==> config.mk <==
export PLATFORM = sky130hd
export DESIGN_NAME = hist_fifo
export DESIGN_NICKNAME = d
export VERILOG_FILES = /design/src/rtl/core/hist_pkg.sv /design/src/rtl/core/hist_fifo.sv
export SDC_FILE = /design/constraint.sdc
export NUM_CORES = 1
export LEC_CHECK = 0
export ABC_CLOCK_PERIOD_IN_PS = 2300
export BUFFER_PORTS_ARGS = -buffer_cell sky130_fd_sc_hd__buf_2
export CAP_MARGIN = 40
export CORE_MARGIN = 2
export CORE_UTILIZATION = 56
export CTS_CLUSTER_DIAMETER = 200
export CTS_CLUSTER_SIZE = 12
export DETAILED_ROUTE_END_ITERATION = 10
export PLACE_DENSITY = 0.77
export SYNTH_ARGS = -nofsm -noshare
export SYNTH_HDL_FRONTEND = slang
export SYNTH_SLANG_ARGS = --single-unit
==> constraint.sdc <==
create_clock -name i_clk -period 2.3 [get_ports i_clk]
set_clock_uncertainty 0.15 [all_clocks]
set_input_delay 0.345 -clock i_clk [delete_from_list [all_inputs] [get_ports i_clk]]
set_output_delay 0.345 -clock i_clk [all_outputs]
set_load 0.01 [all_outputs]
==> src/rtl/core/hist_pkg.sv <==
// Shared types and constants for the byte value histogram.
// No dependencies; imported by every module of the block.
package hist_pkg;

    localparam int NUM_BINS    = 256;
    localparam int COUNT_WIDTH = 24;
    localparam int IDX_W       = $clog2(NUM_BINS);
    localparam int OUT_W       = 24;
    localparam int ACTION_W    = 2;
    localparam int SAMPLE_W    = 8;

    localparam int FIFO_DEPTH  = 4;
    localparam int FIFO_PTR_W  = $clog2(FIFO_DEPTH);
    localparam int FIFO_CNT_W  = $clog2(FIFO_DEPTH + 1);

    localparam logic [ACTION_W-1:0] ACT_ADD   = 2'd0;
    localparam logic [ACTION_W-1:0] ACT_READ  = 2'd1;
    localparam logic [ACTION_W-1:0] ACT_CLEAR = 2'd2;

    typedef enum logic [1:0] {
        OP_ADD,
        OP_READ,
        OP_READ_ZERO,
        OP_CLEAR
    } t_op;

    typedef struct packed {
        t_op              op;
        logic [IDX_W-1:0] idx;
    } t_cmd;

endpackage

==> src/rtl/core/hist_fifo.sv <==
// Short command queue between front and back end.
// Depends on hist_pkg; the head is taken whenever the queue is not empty.
module hist_fifo
    import hist_pkg::*;
(
    input  logic i_clk,
    input  logic i_rst_n,
    input  logic i_push,
    input  t_cmd i_cmd,
    output logic o_full,
    output logic o_vld,
    output t_cmd o_cmd
);

    t_cmd                  r_data [FIFO_DEPTH];
    logic [FIFO_PTR_W-1:0] r_wr_ptr;
    logic [FIFO_PTR_W-1:0] r_rd_ptr;
    logic [FIFO_CNT_W-1:0] r_count;
    logic                  w_pop;

    assign o_full = (r_count == FIFO_CNT_W'(FIFO_DEPTH));
    assign o_vld  = (r_count != '0);
    assign w_pop  = o_vld;
    assign o_cmd  = r_data[r_rd_ptr];

    always_ff @(posedge i_clk) begin
        if (!i_rst_n) begin
            r_wr_ptr <= '0;
            r_rd_ptr <= '0;
            r_count  <= '0;
        end else begin
            if (i_push) begin
                r_wr_ptr <= r_wr_ptr + 1'b1;
            end
            if (w_pop) begin
                r_rd_ptr <= r_rd_ptr + 1'b1;
            end
            if (i_push && !w_pop) begin
                r_count <= r_count + 1'b1;
            end else if (!i_push && w_pop) begin
                r_count <= r_count - 1'b1;
            end
        end
    end

    always_ff @(posedge i_clk) begin
        if (i_push) begin
            r_data[r_wr_ptr] <= i_cmd;
        end
    end

endmodule

# Word-level counts from Yosys, hierarchy flattened
# Memory sizes are Yosys's and may differ from the RTL's. A register that Yosys moved wholly into a read port is not among the register bits.
# Cells that the tools add are included.
# totals
mem_bits_rw	40
regBits	7
memories	1
input_bits	13
elab_cells	21
# classes
n_eq_ne	1
reduce_logical	6
addsub	4
n_mux	6
# mem_list
memory	depth	width	read_ports	rd_ports_with_merged_regs	wr	line	source
r_data	4	10	1	1	1	hist_fifo.sv:15	t_cmd r_data [FIFO_DEPTH];
# op_table
op	count
3-bit two-way mux	2
2-bit by 1-bit adder with 2-bit output, second input constant	2
2-bit two-way mux	2
3-bit by 1-bit adder with 3-bit output, second input constant	1
3-bit equality test, second input constant	1
3-bit nonzero test	1
3-bit by 1-bit subtractor with 3-bit output, second input constant	1
1-bit logical AND	2
1-bit logical NOT	2
1-bit two-way mux	2
2-bit nonzero test	1

# Longest topological paths before layout
# logic_depth
depth_word	4
depth_mapped	6
ltp_nobuf	5

# Worst setup path after synthesis
# Ideal clock, no wire load.
# synth_path
path_type	reg-to-reg
startpoint	reg r_count[0]
endpoint	reg r_count[1]
period_less_slack_ps	1687
setup_ps	76
stages_incl_launch_ff	6
path_slack_ps	613
t_arrival_ps	1461
required_time_ps	2074
cell_sequence	dfxtp_1 > buf_6 > nor3_1 > ha_1 > or3_1 > a21boi_0
# synth_via
elab_chain_len	4
word_cells_on_any_way	9
cone_classes	add/sub (2); mux (2); reduce/logical (5)
# synth_lines
element	line	source
from (decl)	hist_fifo.sv:18	logic [FIFO_CNT_W-1:0] r_count;
from (signal assigned)	hist_fifo.sv:39	r_count <= r_count + 1'b1;
from (signal assigned)	hist_fifo.sv:41	r_count <= r_count - 1'b1;
branches (longest 4 deep; another with 3-bit by 1-bit subtractor with 3-bit output)	--	
# Several ways; the timed one is not identified. The select of a mux whose other input is x is not followed.
# A chain may end at the register's enable or synchronous reset.

==> out/results.ini <==
[place]
io_buffers = 24
place_hpwl_um = 1790
post-place-cells = 166
routabilityCongestion = 0.748

[timing]
worst_pin_slew_ns = 0.533
slew_limit_fails = 0
report.final.setup_viol = 0
period_needed_ns = 2.14
rsz0062_at_grt = false
min_period_over_period_pct = 93.2
whs_ns = 0.0444
fmaxAchievable_mhz = 466
maxSlewHeadroom_pct = 64.4
final-hold-violation-count = 0
fin_tns_setup_ns = 0

[power]
swShare_pct = 26.5
pwr-share-seq_pct = 52.1
share_of_power_burned_in_combinational_logic_pct = 26.4
pwr_density_cell_nw_per_um2 = 1020
irDropWorstVdd_uv = 607
power.leakage_nw = 0.773
net-switching-power_w = 0.000574
clock_power_share_pct = 21.5
internal_power_component_w = 0.00159

[yosys]
synth.lib_cells_used.distinct = 23
library_cell_occupying_the_most_area_in_the_post_synthesis_netlist = sky130_fd_sc_hd__edfxtp_1
yosys-mux-area-fraction_pct = 12.9
sequential_share_of_the_synthesized_area_pct = 72.9
synthesis_warnings = 0
synthXorXnorAreaFrac_pct = 1.85
synth_top_area_share_pct = 63.4
number_of_register_bits_inferred_by_synthesis = 49
syn-num-nets = 116
synth_top_family_by_area = multiplexers
synthesized_area_fraction_occupied_by_and_or_nand_nor_cells_pct = 5.61
syn_area_cell_um2 = 19.3
adder_and_majority_gate_portion_of_the_synthesized_area_pct = 3.30
synth.area.top_cells = sky130_fd_sc_hd__edfxtp_1 (63%), sky130_fd_sc_hd__mux4_2 (12%), sky130_fd_sc_hd__dfxtp_1 (9.5%)
synth-compound-area-share_pct = 1.72
count_of_mapped_cells_out_of_synthesis = 98
netlist_area_um2 = 1890

[cts]
tritoncts_clock_tree = done
cts_max_path_buffers = 2
cts_inserted_buffers = 5
cts-resized-gates = 0
root_cell_of_the_clock_tree = sky130_fd_sc_hd__clkbuf_4
deepest_level_of_the_cts_h_tree = 2
cts_sinks = 49
post_cts_buffers = 0
hold_buffers = 0
clock_slew_seen_by_the_registers_of_the_worst_setup_and_hold_paths_ns = 0.13
clk_latency_ns = 0.35

[detailed_routing]
wirelength_um = 2670
route.detailed.vias_per_inst = 5.23
route.antenna.remaining_nets = 0
wl_per_cell_um = 15.4
vias = 910
drt-pass1-iter-count = 4
detail_route.iter0.violations = 23
drt_drc_violations_left = 0

[flow_run]
maxcap_violations = 0

[final_layout]
layoutNonFillerInstCount = 174
mostFrequentLayoutCells = sky130_fd_sc_hd__edfxtp_1 (40), sky130_fd_sc_hd__buf_2 (24), sky130_fd_sc_hd__mux4_2 (10)
area_growth_syn_to_layout_pct = 12.7
final_layout_size_suffix_gt1_share_pct = 33.6
final_net_count = 145
antenna-diode-count = 0
final_common_cell = sky130_fd_sc_hd__edfxtp_1

[hold_path]
worst_hold_path.num_cells = 1
type_of_the_tightest_min_delay_check = in2reg

[worst_setup_path]
critPathRequiredTime_ns = 1.80
rr_worst_depth = 4
path_class = reg2out
crit_path_end_kind = primary output
crit_path_max_fanout = 9
critPathLaunchType = register
worst-endpoint-arrival_ns = 1.65

[die]
floorplan.die.height_um = 62.2
core_area_um2 = 3280
initial_utilization_pct = 57.7
pin_count = 25
die_width_um = 62.2
design.die.area_um2 = 3860
rows = 21

[outcome]
run_status = finished, final reports clean

[global_route]
antenna_violations_before_repair = 0
globalRouteTotalUtil_pct = 16.0
grt_first_pass_wirelength_um = 4490
overflow = 0
first_global_vias = 941
grt_start_max_net_pins = 15

[final cells by class]
cell class / instances / area [µm²]
Sequential cell: 49 / 1380
Fill cell: 238 / 1150
Multi-Input combinational cell: 43 / 482
Timing Repair Buffer: 25 / 128
Tap cell: 46 / 57.6
Clock buffer: 6 / 41.3
Clock inverter: 2 / 33.8
Inverter: 3 / 11.3
[path summary, 6_finish.rpt]
path         startpoint           end  slack (ns)
max            register      o_cmd[0]        0.16
min            i_cmd[9]  r_data[2][9]        0.04
max reg2reg  r_count[0]    r_count[1]        0.49
min reg2reg  r_count[2]    r_count[2]        0.36
[sequential cells by signal, indices dropped and copies added, names as in the netlist, named ones only]
| signal | count |
|---|---|
| r_count | 3 |
| r_data | 40 |
| r_wr_ptr | 2 |
| r_rd_ptr | 2 |
[cell families after synthesis]
logic type,after synthesis
flip-flops,49
AND/OR/NAND/NOR,17
multiplexers,12
buffers and inverters,6
AO/OA/AOI/OAI,5
adder cells (fa/ha/maj),5
XOR/XNOR,4
[cells in the mapped netlist]
master / n
sky130_fd_sc_hd__nor3_1: 1
sky130_fd_sc_hd__nor3b_1: 1
sky130_fd_sc_hd__xnor2_1: 2
sky130_fd_sc_hd__mux2i_1: 2
sky130_fd_sc_hd__or3_1: 2
sky130_fd_sc_hd__inv_1: 3
sky130_fd_sc_hd__nand2_1: 1
sky130_fd_sc_hd__ha_1: 5
sky130_fd_sc_hd__buf_2: 1
sky130_fd_sc_hd__xor2_1: 2
sky130_fd_sc_hd__a21boi_0: 1
sky130_fd_sc_hd__and3_2: 2
sky130_fd_sc_hd__mux4_2: 10
sky130_fd_sc_hd__buf_1: 1
sky130_fd_sc_hd__a21o_1: 1
sky130_fd_sc_hd__nor2b_1: 1
sky130_fd_sc_hd__dfxtp_1: 9
sky130_fd_sc_hd__o21ai_0: 2
sky130_fd_sc_hd__nand2b_1: 2
sky130_fd_sc_hd__and2_1: 7
sky130_fd_sc_hd__edfxtp_1: 40
sky130_fd_sc_hd__o31ai_1: 1
sky130_fd_sc_hd__buf_6: 1
[metal layers]
metal | vias to the layer above | wire [µm] | track usage (%)
met5 | - | 0 | 0
met4 | 0 | 68 | 9.17
met3 | 5 | 110 | 5.43
met2 | 20 | 1280 | 25.4
met1 | 451 | 1210 | 19.1
li1 | 434 | - | -
[power groups by stage]
| stage | logic, W | clock network, W | registers [W] |
|---|---|---|---|
| after global routing | 0.000628 | 0.000512 | 0.00114 |
| after floorplan | 0.000469 | 0 | 0.00109 |
| after global placement | 0.000569 | 0 | 0.00114 |
| after CTS | 0.000581 | 0.000484 | 0.00113 |
| final | 0.000573 | 0.000465 | 0.00113 |
| after detailed placement | 0.000580 | 0 | 0.00115 |
[critical path, stage by stage, from the launching register on]
cell and delay [ns]:
sky130_fd_sc_hd__dfxtp_1 0.37, sky130_fd_sc_hd__buf_4 0.24, sky130_fd_sc_hd__mux4_2 0.53, sky130_fd_sc_hd__buf_2 0.16
[metrics by stage]
step	worst slack, ns	power (W)	instance area, µm²	utilization (%)
after floorplan	0.613	0.00156	1890	-
after detailed placement	0.518	0.00173	2060	62.7
final	0.156	0.00217	2130	65.0
after global placement	0.548	0.00171	2060	62.7
after global routing	0.0619	0.00228	2130	65.0
after CTS	0.115	0.00220	2130	65.0
Note: power is estimated with default switching activity, not from simulation.
